===== src/rtl/pcta_pkg.sv =====
// shared types, codes and sizes of the pwm channel and timer allocator
package pcta_pkg;

   localparam int CHANNELS     = 8;
   localparam int TIMERS       = 4;
   localparam int MAX_RES_BITS = 14;
   localparam int RES_LIMIT    = 31;
   localparam int DUTY_W       = 20;
   localparam int LMAX_W       = 32;
   localparam int NUM_W        = LMAX_W + DUTY_W;
   localparam int CH_IW        = (CHANNELS > 1) ? $clog2(CHANNELS) : 1;
   localparam int TM_IW        = (TIMERS > 1) ? $clog2(TIMERS) : 1;
   localparam int REF_W        = $clog2(CHANNELS + 1);
   localparam int DCNT_W       = $clog2(DUTY_W + 1);

   typedef enum logic [1:0] {
      ACT_ACQUIRE = 2'd0,
      ACT_WRITE   = 2'd1,
      ACT_STOP    = 2'd2,
      ACT_RELEASE = 2'd3
   } action_type;

   typedef enum logic [2:0] {
      ST_OK       = 3'd0,
      ST_BAD_ARG  = 3'd1,
      ST_BUSY     = 3'd2,
      ST_NO_TIMER = 3'd3,
      ST_BAD_HDL  = 3'd4
   } status_type;

   typedef enum logic [2:0] {
      CMD_NONE          = 3'd0,
      CMD_CONFIGURE     = 3'd1,
      CMD_UPDATE        = 3'd2,
      CMD_STOP_HIGH     = 3'd3,
      CMD_CFG_STOP_HIGH = 3'd4,
      CMD_STOP_LOW      = 3'd5,
      CMD_STOP_DECONFIG = 3'd6
   } command_type;

   typedef struct packed {
      action_type   action;
      logic [5:0]   pin;
      logic [25:0]  freq;
      logic [31:0]  full_scale;
      logic [4:0]   allowed_bits;
      logic [2:0]   handle;
      logic [31:0]  level;
      logic [4:0]   res;
      logic         bad;
   } item_type;

   typedef struct packed {
      status_type          status;
      logic [2:0]          chan;
      logic [1:0]          tmr;
      logic [4:0]          resolution;
      logic                timer_setup;
      logic                timer_freed;
      command_type         command;
      logic [DUTY_W-1:0]   duty;
   } result_type;

endpackage


===== src/rtl/pcta_front.sv =====
// front end: accepts items, checks acquire arguments, works out resolution, queues items
module pcta_front (
   input  logic                clock,
   input  logic                reset,
   input  logic                push,
   output logic                full,
   input  logic [1:0]          action,
   input  logic [5:0]          pin,
   input  logic [25:0]         freq,
   input  logic [31:0]         full_scale,
   input  logic [4:0]          allowed_bits,
   input  logic [2:0]          handle,
   input  logic [31:0]         level,
   output logic                q_valid,
   output pcta_pkg::item_type  q_item,
   input  logic                q_pop
);
   import pcta_pkg::*;

   item_type   q_ff [2];
   logic       wr_ptr_ff, wr_ptr_in;
   logic       rd_ptr_ff, rd_ptr_in;
   logic [1:0] cnt_ff, cnt_in;
   item_type   item_c;
   logic [5:0] nb;
   logic [4:0] maxb;
   logic       acc;

   // bit length of the logical maximum, limited to one through thirty-one
   always_comb begin
      nb = 6'd0;
      for (int i = 0; i < 32; i++) begin
         if (full_scale[i]) begin
            nb = 6'(i + 1);
         end
      end
      if (nb == 6'd0) begin
         nb = 6'd1;
      end
      if (nb > 6'(RES_LIMIT)) begin
         nb = 6'(RES_LIMIT);
      end
      maxb = (allowed_bits > 5'(MAX_RES_BITS)) ? 5'(MAX_RES_BITS) : allowed_bits;
      item_c.action        = action_type'(action);
      item_c.pin           = pin;
      item_c.freq          = freq;
      item_c.full_scale    = full_scale;
      item_c.allowed_bits  = allowed_bits;
      item_c.handle        = handle;
      item_c.level         = level;
      item_c.res           = (nb > {1'b0, maxb}) ? maxb : nb[4:0];
      item_c.bad           = (freq == 26'd0) || (full_scale == 32'd0)
                             || (allowed_bits == 5'd0);
   end

   assign full    = (cnt_ff == 2'd2);
   assign acc     = push && !full;
   assign q_valid = (cnt_ff != 2'd0);
   assign q_item  = q_ff[rd_ptr_ff];

   always_comb begin
      wr_ptr_in = wr_ptr_ff ^ acc;
      rd_ptr_in = rd_ptr_ff ^ (q_pop && q_valid);
      cnt_in    = cnt_ff + 2'(acc) - 2'(q_pop && q_valid);
   end

   always_ff @(posedge clock) begin
      if (reset) begin
         wr_ptr_ff <= 1'b0;
         rd_ptr_ff <= 1'b0;
         cnt_ff    <= 2'd0;
      end else begin
         wr_ptr_ff <= wr_ptr_in;
         rd_ptr_ff <= rd_ptr_in;
         cnt_ff    <= cnt_in;
      end
   end

   always_ff @(posedge clock) begin
      if (acc) begin
         q_ff[wr_ptr_ff] <= item_c;
      end
   end

endmodule


===== src/rtl/pcta_div.sv =====
// restoring divider for the duty scaling, one quotient bit per cycle
module pcta_div (
   input  logic                         clock,
   input  logic                         reset,
   input  logic                         start,
   input  logic [pcta_pkg::NUM_W-1:0]   num,
   input  logic [pcta_pkg::LMAX_W-1:0]  den,
   output logic                         done,
   output logic [pcta_pkg::DUTY_W-1:0]  quo
);
   import pcta_pkg::*;

   logic                busy_ff, busy_in;
   logic                done_ff, done_in;
   logic [DCNT_W-1:0]   cnt_ff, cnt_in;
   logic [LMAX_W-1:0]   rem_ff, rem_in;
   logic [DUTY_W-1:0]   lo_ff, lo_in;
   logic [DUTY_W-1:0]   quo_ff, quo_in;
   logic [LMAX_W-1:0]   den_ff;
   logic [LMAX_W:0]     trial;
   logic                ge;

   // quotient fits in the duty width, so the upper bits start as the remainder
   always_comb begin
      trial   = {rem_ff, lo_ff[DUTY_W-1]};
      ge      = (trial >= {1'b0, den_ff});
      busy_in = busy_ff;
      done_in = 1'b0;
      cnt_in  = cnt_ff;
      rem_in  = rem_ff;
      lo_in   = lo_ff;
      quo_in  = quo_ff;
      if (start) begin
         busy_in = 1'b1;
         cnt_in  = DCNT_W'(DUTY_W);
         rem_in  = num[NUM_W-1:DUTY_W];
         lo_in   = num[DUTY_W-1:0];
      end else if (busy_ff) begin
         rem_in = ge ? LMAX_W'(trial - {1'b0, den_ff}) : trial[LMAX_W-1:0];
         lo_in  = {lo_ff[DUTY_W-2:0], 1'b0};
         quo_in = {quo_ff[DUTY_W-2:0], ge};
         cnt_in = cnt_ff - DCNT_W'(1);
         if (cnt_ff == DCNT_W'(1)) begin
            busy_in = 1'b0;
            done_in = 1'b1;
         end
      end
   end

   always_ff @(posedge clock) begin
      if (reset) begin
         busy_ff <= 1'b0;
         done_ff <= 1'b0;
         cnt_ff  <= '0;
      end else begin
         busy_ff <= busy_in;
         done_ff <= done_in;
         cnt_ff  <= cnt_in;
      end
   end

   always_ff @(posedge clock) begin
      rem_ff <= rem_in;
      lo_ff  <= lo_in;
      quo_ff <= quo_in;
      if (start) begin
         den_ff <= den;
      end
   end

   assign done = done_ff;
   assign quo  = quo_ff;

endmodule


===== src/rtl/pcta_back.sv =====
// back end: channel and timer tables, command decisions, duty scaling and result register
module pcta_back (
   input  logic                 clock,
   input  logic                 reset,
   input  logic                 q_valid,
   input  pcta_pkg::item_type   q_item,
   output logic                 q_pop,
   output logic                 rsp_valid,
   output pcta_pkg::result_type rsp,
   input  logic                 rsp_take
);
   import pcta_pkg::*;

   typedef enum logic [3:0] {
      S_IDLE  = 4'b0001,
      S_EXEC  = 4'b0010,
      S_START = 4'b0100,
      S_DIV   = 4'b1000
   } state_type;

   state_type         state_ff, state_in;
   item_type          item_ff;
   result_type        rsp_ff;
   logic              rsp_valid_ff;
   logic [NUM_W-1:0]  prod_ff;

   logic              ch_used_ff [CHANNELS];
   logic              ch_cfg_ff  [CHANNELS];
   logic              ch_full_ff [CHANNELS];
   logic [5:0]        ch_pin_ff  [CHANNELS];
   logic [TM_IW-1:0]  ch_tmr_ff  [CHANNELS];
   logic [4:0]        ch_res_ff  [CHANNELS];
   logic [31:0]       ch_lmax_ff [CHANNELS];
   logic              tm_used_ff [TIMERS];
   logic [REF_W-1:0]  tm_refs_ff [TIMERS];
   logic [4:0]        tm_res_ff  [TIMERS];
   logic [25:0]       tm_freq_ff [TIMERS];

   logic              pin_busy, free_found, tm_found;
   logic [CH_IW-1:0]  ci;
   logic [TM_IW-1:0]  ti;
   logic [4:0]        h_ext;
   logic              h_ok;
   logic [CH_IW-1:0]  hi;
   logic              full, fresh, need_div;
   command_type       wcmd;
   logic [TM_IW-1:0]  rt;
   logic [REF_W-1:0]  refs_dec;
   logic [DUTY_W-1:0] hw;
   logic [NUM_W-1:0]  prod_c;
   result_type        rsp_c;
   logic              div_done;
   logic [DUTY_W-1:0] div_quo;

   // lookups over the tables, lowest index wins
   always_comb begin
      pin_busy   = 1'b0;
      free_found = 1'b0;
      ci         = '0;
      for (int i = CHANNELS - 1; i >= 0; i--) begin
         if (ch_used_ff[i] && (ch_pin_ff[i] == item_ff.pin)) begin
            pin_busy = 1'b1;
         end
         if (!ch_used_ff[i]) begin
            free_found = 1'b1;
            ci         = CH_IW'(i);
         end
      end
      tm_found = 1'b0;
      ti       = '0;
      for (int i = TIMERS - 1; i >= 0; i--) begin
         if (tm_used_ff[i] && (tm_freq_ff[i] == item_ff.freq)
             && (tm_res_ff[i] == item_ff.res)) begin
            tm_found = 1'b1;
            ti       = TM_IW'(i);
         end
      end
      if (!tm_found) begin
         for (int i = TIMERS - 1; i >= 0; i--) begin
            if (!tm_used_ff[i]) begin
               tm_found = 1'b1;
               ti       = TM_IW'(i);
            end
         end
      end
   end

   always_comb begin
      h_ext    = {2'b00, item_ff.handle};
      hi       = h_ext[CH_IW-1:0];
      h_ok     = (h_ext < 5'(CHANNELS)) && ch_used_ff[hi];
      full     = (item_ff.level >= ch_lmax_ff[hi]);
      fresh    = !ch_cfg_ff[hi];
      wcmd     = fresh ? CMD_CONFIGURE : CMD_NONE;
      if (full && !ch_full_ff[hi]) begin
         wcmd = fresh ? CMD_CFG_STOP_HIGH : CMD_STOP_HIGH;
      end else if (!full && !fresh) begin
         wcmd = CMD_UPDATE;
      end
      rt       = ch_tmr_ff[hi];
      refs_dec = (tm_refs_ff[rt] != '0) ? tm_refs_ff[rt] - REF_W'(1) : '0;
      hw       = DUTY_W'((21'(1) << ch_res_ff[hi]) - 21'(1));
      prod_c   = NUM_W'(item_ff.level) * NUM_W'(hw) + NUM_W'(ch_lmax_ff[hi] >> 1);
      need_div = (item_ff.action == ACT_WRITE) && h_ok && !full;

      rsp_c               = '0;
      rsp_c.status        = ST_OK;
      rsp_c.command       = CMD_NONE;
      rsp_c.chan          = item_ff.handle;
      unique case (item_ff.action)
         ACT_ACQUIRE: begin
            rsp_c.chan = 3'(ci);
            if (item_ff.bad) begin
               rsp_c.status = ST_BAD_ARG;
            end else if (pin_busy || !free_found) begin
               rsp_c.status = ST_BUSY;
            end else if (!tm_found) begin
               rsp_c.status = ST_NO_TIMER;
            end else begin
               rsp_c.tmr         = 2'(ti);
               rsp_c.resolution  = item_ff.res;
               rsp_c.timer_setup = !tm_used_ff[ti];
            end
            if (rsp_c.status != ST_OK) begin
               rsp_c.chan = 3'd0;
            end
         end
         ACT_WRITE, ACT_STOP, ACT_RELEASE: begin
            if (!h_ok) begin
               rsp_c.status = ST_BAD_HDL;
            end else begin
               rsp_c.tmr         = 2'(ch_tmr_ff[hi]);
               rsp_c.resolution  = ch_res_ff[hi];
               if (item_ff.action == ACT_WRITE) begin
                  rsp_c.command = wcmd;
               end else if (item_ff.action == ACT_STOP) begin
                  rsp_c.command = ch_cfg_ff[hi] ? CMD_STOP_LOW : CMD_NONE;
               end else begin
                  rsp_c.command     = ch_cfg_ff[hi] ? CMD_STOP_DECONFIG : CMD_NONE;
                  rsp_c.timer_freed = (refs_dec == '0);
               end
            end
         end
         default: ;
      endcase
   end

   assign q_pop = (state_ff == S_IDLE) && q_valid && !rsp_valid_ff;

   always_comb begin
      state_in = state_ff;
      unique case (state_ff)
         S_IDLE:  if (q_pop) state_in = S_EXEC;
         S_EXEC:  state_in = need_div ? S_START : S_IDLE;
         S_START: state_in = S_DIV;
         S_DIV:   if (div_done) state_in = S_IDLE;
         default: state_in = S_IDLE;
      endcase
   end

   pcta_div u_div (
      .clock (clock),
      .reset (reset),
      .start (state_ff == S_START),
      .num   (prod_ff),
      .den   (ch_lmax_ff[hi]),
      .done  (div_done),
      .quo   (div_quo)
   );

   // control state of the tables and the sequencer
   always_ff @(posedge clock) begin
      if (reset) begin
         state_ff     <= S_IDLE;
         rsp_valid_ff <= 1'b0;
         for (int i = 0; i < CHANNELS; i++) begin
            ch_used_ff[i] <= 1'b0;
            ch_cfg_ff[i]  <= 1'b0;
            ch_full_ff[i] <= 1'b0;
         end
         for (int i = 0; i < TIMERS; i++) begin
            tm_used_ff[i] <= 1'b0;
            tm_refs_ff[i] <= '0;
         end
      end else begin
         state_ff <= state_in;
         if (rsp_take && rsp_valid_ff) begin
            rsp_valid_ff <= 1'b0;
         end
         if ((state_ff == S_EXEC) && !need_div) begin
            rsp_valid_ff <= 1'b1;
         end
         if ((state_ff == S_DIV) && div_done) begin
            rsp_valid_ff <= 1'b1;
         end
         if (state_ff == S_EXEC) begin
            unique case (item_ff.action)
               ACT_ACQUIRE: begin
                  if (rsp_c.status == ST_OK) begin
                     ch_used_ff[ci] <= 1'b1;
                     ch_cfg_ff[ci]  <= 1'b0;
                     ch_full_ff[ci] <= 1'b0;
                     tm_used_ff[ti] <= 1'b1;
                     tm_refs_ff[ti] <= tm_used_ff[ti] ? tm_refs_ff[ti] + REF_W'(1)
                                                      : REF_W'(1);
                  end
               end
               ACT_WRITE: begin
                  if (h_ok) begin
                     ch_cfg_ff[hi]  <= 1'b1;
                     ch_full_ff[hi] <= full;
                  end
               end
               ACT_STOP: begin
                  if (h_ok && ch_cfg_ff[hi]) begin
                     ch_full_ff[hi] <= 1'b0;
                  end
               end
               ACT_RELEASE: begin
                  if (h_ok) begin
                     ch_used_ff[hi] <= 1'b0;
                     ch_cfg_ff[hi]  <= 1'b0;
                     ch_full_ff[hi] <= 1'b0;
                     tm_refs_ff[rt] <= refs_dec;
                     if (refs_dec == '0) begin
                        tm_used_ff[rt] <= 1'b0;
                     end
                  end
               end
               default: ;
            endcase
         end
      end
   end

   // payload of the tables, read only behind an in-use flag
   always_ff @(posedge clock) begin
      if (q_pop) begin
         item_ff <= q_item;
      end
      if (state_ff == S_EXEC) begin
         rsp_ff  <= rsp_c;
         prod_ff <= prod_c;
         if ((item_ff.action == ACT_ACQUIRE) && (rsp_c.status == ST_OK)) begin
            ch_pin_ff[ci]  <= item_ff.pin;
            ch_tmr_ff[ci]  <= ti;
            ch_res_ff[ci]  <= item_ff.res;
            ch_lmax_ff[ci] <= item_ff.full_scale;
            if (!tm_used_ff[ti]) begin
               tm_res_ff[ti]  <= item_ff.res;
               tm_freq_ff[ti] <= item_ff.freq;
            end
         end
      end
      if ((state_ff == S_DIV) && div_done) begin
         rsp_ff.duty <= div_quo;
      end
   end

   assign rsp_valid = rsp_valid_ff;
   assign rsp       = rsp_ff;

`ifndef SYNTHESIS
   logic [TIMERS-1:0]   tm_mismatch;
   logic [CHANNELS-1:0] ch_orphan;
   always_comb begin
      for (int i = 0; i < TIMERS; i++) begin
         tm_mismatch[i] = tm_used_ff[i] != (tm_refs_ff[i] != '0);
      end
      for (int i = 0; i < CHANNELS; i++) begin
         ch_orphan[i] = ch_used_ff[i] && !tm_used_ff[ch_tmr_ff[i]];
      end
   end

   a_refs_match: assert property (@(posedge clock) disable iff (reset)
      tm_mismatch == '0) else $error("timer in-use flag and count disagree");
   a_no_orphan: assert property (@(posedge clock) disable iff (reset)
      ch_orphan == '0) else $error("channel bound to a free timer");
   a_pop_idle: assert property (@(posedge clock) disable iff (reset)
      q_pop |-> !rsp_valid_ff && (state_ff == S_IDLE)) else $error("pop while busy");
   a_div_result: assert property (@(posedge clock) disable iff (reset)
      (state_ff == S_DIV) && div_done |=> rsp_valid_ff) else $error("duty lost");
`endif

endmodule


===== src/rtl/pwm_channel_timer_allocator_core.sv =====
// top level of the pwm channel and timer allocator
// Items enter through a two-entry queue (push/full) and results leave from a one-item
// register (empty/pop). Each item gets exactly one result, in order. Acquire, stop,
// release, full-scale write and invalid-handle items take their result from the execute
// state; a write that needs scaling takes it from the 20-step divider that forms the
// rounded duty (value * (2^res - 1) + max/2) / max. The back end works on one item at a
// time and takes the next one the cycle after the previous result has been popped, while
// the front queue keeps taking items until both of its entries are filled. No clearing
// pass is needed after reset.
module pwm_channel_timer_allocator_core (
   input  logic         clock,
   input  logic         reset,
   input  logic         push,
   output logic         full,
   input  logic [1:0]   req_action,
   input  logic [5:0]   req_pin,
   input  logic [25:0]  req_freq,
   input  logic [31:0]  req_full_scale,
   input  logic [4:0]   req_allowed_bits,
   input  logic [2:0]   req_handle,
   input  logic [31:0]  req_level,
   output logic         empty,
   input  logic         pop,
   output logic [2:0]   rsp_status,
   output logic [2:0]   rsp_chan,
   output logic [1:0]   rsp_tmr,
   output logic [4:0]   rsp_resolution,
   output logic         rsp_timer_setup,
   output logic         rsp_timer_freed,
   output logic [2:0]   rsp_command,
   output logic [19:0]  rsp_duty
);
   import pcta_pkg::*;

   logic       q_valid;
   item_type   q_item;
   logic       q_pop;
   logic       rsp_valid;
   result_type rsp;

   // front: argument checks and resolution, queued toward the back end
   pcta_front u_front (
      .clock         (clock),
      .reset         (reset),
      .push          (push),
      .full          (full),
      .action        (req_action),
      .pin           (req_pin),
      .freq          (req_freq),
      .full_scale    (req_full_scale),
      .allowed_bits  (req_allowed_bits),
      .handle        (req_handle),
      .level         (req_level),
      .q_valid       (q_valid),
      .q_item        (q_item),
      .q_pop         (q_pop)
   );

   // back: tables, command choice, duty divider, result register
   pcta_back u_back (
      .clock     (clock),
      .reset     (reset),
      .q_valid   (q_valid),
      .q_item    (q_item),
      .q_pop     (q_pop),
      .rsp_valid (rsp_valid),
      .rsp       (rsp),
      .rsp_take  (pop)
   );

   // result ports straight from the result register
   assign empty             = !rsp_valid;
   assign rsp_status        = rsp.status;
   assign rsp_chan          = rsp.chan;
   assign rsp_tmr           = rsp.tmr;
   assign rsp_resolution    = rsp.resolution;
   assign rsp_timer_setup   = rsp.timer_setup;
   assign rsp_timer_freed   = rsp.timer_freed;
   assign rsp_command       = rsp.command;
   assign rsp_duty          = rsp.duty;

endmodule


===== config.mk =====
export PLATFORM = sky130hd
export DESIGN_NAME = pwm_channel_timer_allocator_core
export DESIGN_NICKNAME = d
export VERILOG_FILES = /design/src/rtl/pcta_pkg.sv /design/src/rtl/pcta_front.sv /design/src/rtl/pcta_div.sv /design/src/rtl/pcta_back.sv /design/src/rtl/pwm_channel_timer_allocator_core.sv
export SDC_FILE = /design/constraint.sdc
export NUM_CORES = 2
export LEC_CHECK = 0
export BUFFER_PORTS_ARGS = -buffer_cell sky130_fd_sc_hd__buf_2
export CORE_AREA = 2 2 241 480
export CTS_CLUSTER_DIAMETER = 80
export CTS_CLUSTER_SIZE = 8
export DETAILED_ROUTE_END_ITERATION = 16
export DIE_AREA = 0 0 243 482
export GPL_TIMING_DRIVEN = 1
export HOLD_SLACK_MARGIN = 0.02
export PLACE_DENSITY = 0.88
export SKIP_CTS_REPAIR_TIMING = 1
export SLEW_MARGIN = 0
export SYNTH_ARGS = -nofsm -noshare
export SYNTH_HDL_FRONTEND = slang
export SYNTH_SLANG_ARGS = --single-unit

===== constraint.sdc =====
create_clock -name clock -period 12.25 [get_ports clock]
set_clock_uncertainty 0.2 [all_clocks]
set_input_delay 3.675 -clock clock [delete_from_list [all_inputs] [get_ports clock]]
set_output_delay 3.675 -clock clock [all_outputs]
set_load 0.02 [all_outputs]

==> run metrics <==
drt via density 6.37; Root Driver clkbuf_16; # H-tree levels 4; worst hold path class flop to flop; Slew headroom 9.42%; Setup Total Neg Slack 0 ns; synth-to-layout area growth 10.4%; placed standard-cell area 67800 um2; Synth Net Count approximately 6000; Util after Layout 63.5%; Setup-failing EPs final 0; CTS Sinks between 1000 and 1500; FILL cells 7761; CP startpoint kind flop; WP buf/inv 6; Slew @ Worst Pin around 1.4 ns; critical path depth 34; final worst-path cycle share 93.9%; post-synthesis register bit count 1059; Overflow after GRT 0; Initial DRC Count 4807; Period minus WS final 11.50 ns; residual DRC count 0; required time worst endpoint 12.58 ns; Worst-Skew Late Latency about 0.8 ns; Fmax 0.0870 GHz; fin area 72000 um2; first-pass GRT wire length 286000 um; clock-pin slew on the worst setup and hold paths 0.06 ns; antenna violations before repair 15; Avg Cell Area, Syn 12.6 um2; maxcap violations 0; cell family with most CP delay adder cells; drt first pass iters 6; Synth Area in Compound Gates 4.77%; total track usage 33.5%; die width 243 um; Post-Synth Simple-Gate Area 10.1%; CTS tree built; Hold Crit Depth 0; yosys warns 0; vias in the first global route between 40000 and 50000; number of synthesized flops with an enable pin 1043; post-synthesis adder-cell area fraction 22.1%; Die Y 482 um; initial core utilization 57.5%; GP Congestion just over 1; post-DP HPWL 125000 um; FFs w/ async S/R, synth 0%; Ports 150; largest family of logic cells by synthesized area adder cells; IO Port Bufs 149; Nets 6271; WL per Instance 27.7 um; layout cells sized above 1 12.6%; Synth Area in XOR/XNOR about 3.4%; final wirelength roughly 190000 um; Post-synth top flop edfxtp_1; most frequent CP cell fa_1; die area 117000 um2; final hold viol count 0; endpoint class of the critical path flop; pin count of the biggest net entering global routing 73; CP Class flop to flop; remaining antenna violation count 0; CP Max Fanout 24; CTS Buffer Depth 3; post-synthesis mux area share under 10%; FP Rows 175; status finished, final reports clean; Synth Instances 5199; total CTS buffers approximately 150; critical path data arrival time 11.83 ns; Synth cell types 87; unrepaired setup endpoints after global routing no; mapped cell area 65300 um2; sequential share of the synthesized area 48.5%; routed via count 43900; Crit-path slowest cell edfxtp_1; path depth of the worst reg2reg path 34; Max stage delay on crit path 0.77 ns; Pins Over Slew Limit 0; Core Area 113000 um2
==> cell type report <==
| type | instances | area, um2 | share of cell area (%) |
|---|---|---|---|
| diodes | 18 | 45.0 | 0.0625 |
| flip-flops and latches | 1059 | 31600 | 43.9 |
| repair buffers | 239 | 1450 | 2.01 |
| multi-input cells | 3165 | 30100 | 41.8 |
| clock buffers | 167 | 3900 | 5.42 |
| well taps | 1504 | 1880 | 2.61 |
| clock inverters | 14 | 288 | 0.399 |
| inverters | 732 | 2750 | 3.81 |
==> cells by family after synthesis <==
family / Yosys count
fa+ha+maj: 813
simple gates: 1392
compound gates: 478
flops: 1059
other cells: 1
xor+xnor: 252
mux: 229
buf+inv: 975
==> flip-flops by register name (all words and copies together), names as in the netlist, 8 cells and up <==
| register | count |
|---|---|
| u_back.ch_pin_ff | 48 |
| u_back.ch_cfg_ff | 8 |
| u_back.u_div.quo | 20 |
| u_back.u_div.rem_ff | 32 |
| u_back.item_ff | 104 |
| u_back.u_div.lo_ff | 20 |
| u_front.q_ff | 214 |
| u_back.ch_tmr_ff | 16 |
| u_back.ch_full_ff | 8 |
| u_back.rsp | 38 |
| u_back.ch_res_ff | 40 |
| u_back.u_div.den_ff | 32 |
| u_back.tm_freq_ff | 104 |
| u_back.tm_refs_ff | 16 |
| u_back.ch_used_ff | 8 |
| u_back.prod_ff | 52 |
| u_back.tm_res_ff | 20 |
| u_back.ch_lmax_ff | 256 |
==> worst register-to-register path, delay by kind of cell (launching register included) <==
family | cells | cell delay [ns]
fa+ha+maj | 9 | 4.04
compound gates | 9 | 2.57
simple gates | 7 | 1.76
mux | 2 | 1.09
flops | 1 | 0.77
buf+inv | 6 | 0.73
xor+xnor | 1 | 0.08
==> through the flow <==
| step | worst slack [ns] | hold slack, ns | instances |
|---|---|---|---|
| final | 0.752 | 0.234 | 6898 |
| after global routing | 0.316 | 0.243 | 6883 |
| after CTS | 0.682 | 0.232 | 6880 |
| after detailed placement | 0.776 | 0.228 | 6699 |
| after global placement | 0.952 | 0.223 | 6699 |
| after floorplan | 1.84 | 0.218 | 5199 |
==> cells in the mapped netlist (5+ instances only) <==
| library cell | n | area [um2] |
|---|---|---|
| a211oi_1 | 26 | 195 |
| a21o_1 | 81 | 608 |
| a21oi_1 | 157 | 786 |
| a221o_1 | 7 | 70.1 |
| a31o_2 | 5 | 43.8 |
| a31oi_1 | 17 | 106 |
| and2_1 | 175 | 1090 |
| and3_1 | 35 | 219 |
| buf_1 | 7 | 26.3 |
| buf_2 | 35 | 175 |
| buf_4 | 9 | 67.6 |
| clkbuf_1 | 190 | 713 |
| dfxtp_1 | 16 | 320 |
| edfxtp_1 | 1043 | 31300 |
| fa_1 | 568 | 11400 |
| ha_1 | 245 | 3070 |
| inv_1 | 728 | 2730 |
| mux2_2 | 112 | 1260 |
| mux2i_1 | 29 | 290 |
| mux4_2 | 84 | 1890 |
| nand2_1 | 661 | 2480 |
| nand2b_1 | 34 | 213 |
| nand3_1 | 30 | 150 |
| nand4_1 | 60 | 375 |
| nor2_1 | 177 | 664 |
| nor2b_1 | 93 | 582 |
| nor3_1 | 48 | 240 |
| nor4_1 | 40 | 250 |
| o21a_1 | 17 | 128 |
| o21ai_0 | 68 | 340 |
| o21ai_1 | 10 | 50.1 |
| o21bai_1 | 23 | 173 |
| o31ai_1 | 10 | 75.1 |
| or2_2 | 7 | 43.8 |
| or3_1 | 8 | 50.1 |
| xnor2_1 | 192 | 1680 |
| xor2_1 | 60 | 526 |
==> layer usage <==
layer | up-vias | global-route usage [%] | wire (um)
li1 | 17700 | - | -
met1 | 21500 | 33.1 | 54700
met2 | 3439 | 57.8 | 95600
met3 | 1293 | 8.58 | 18900
met4 | 4 | 29.9 | 21800
met5 | - | 0 | 19
==> path summary, 6_finish.rpt <==
path	startpoint	endpoint	slack, ns
hold reg to reg	u_back.u_div.quo[10]	u_back.u_div.quo[11]	0.23
setup / recovery	u_back.hi[0]	u_back.prod_ff[49]	0.75
hold / removal	u_back.u_div.quo[10]	u_back.u_div.quo[11]	0.23
setup reg to reg	u_back.hi[0]	u_back.prod_ff[49]	0.75
==> cell usage in the layout (no fill, tap or decap), drive strengths merged, types with 34 or more instances in the layout <==
cell type,n
nand2b,34
nor2b,93
a21oi,161
nor2,177
nand4,60
fa,568
ha,245
and2,175
xnor2,192
and3,35
inv,735
edfxtp,1043
mux2,112
o21ai,79
xor2,60
buf,239
nor3,49
clkbuf,167
nand2,662
mux4,84
nor4,42
a21o,81
Power is left out: the tool's default activity adds up to more than one toggle a clock period on the data nets, which glitch-free logic cannot reach.
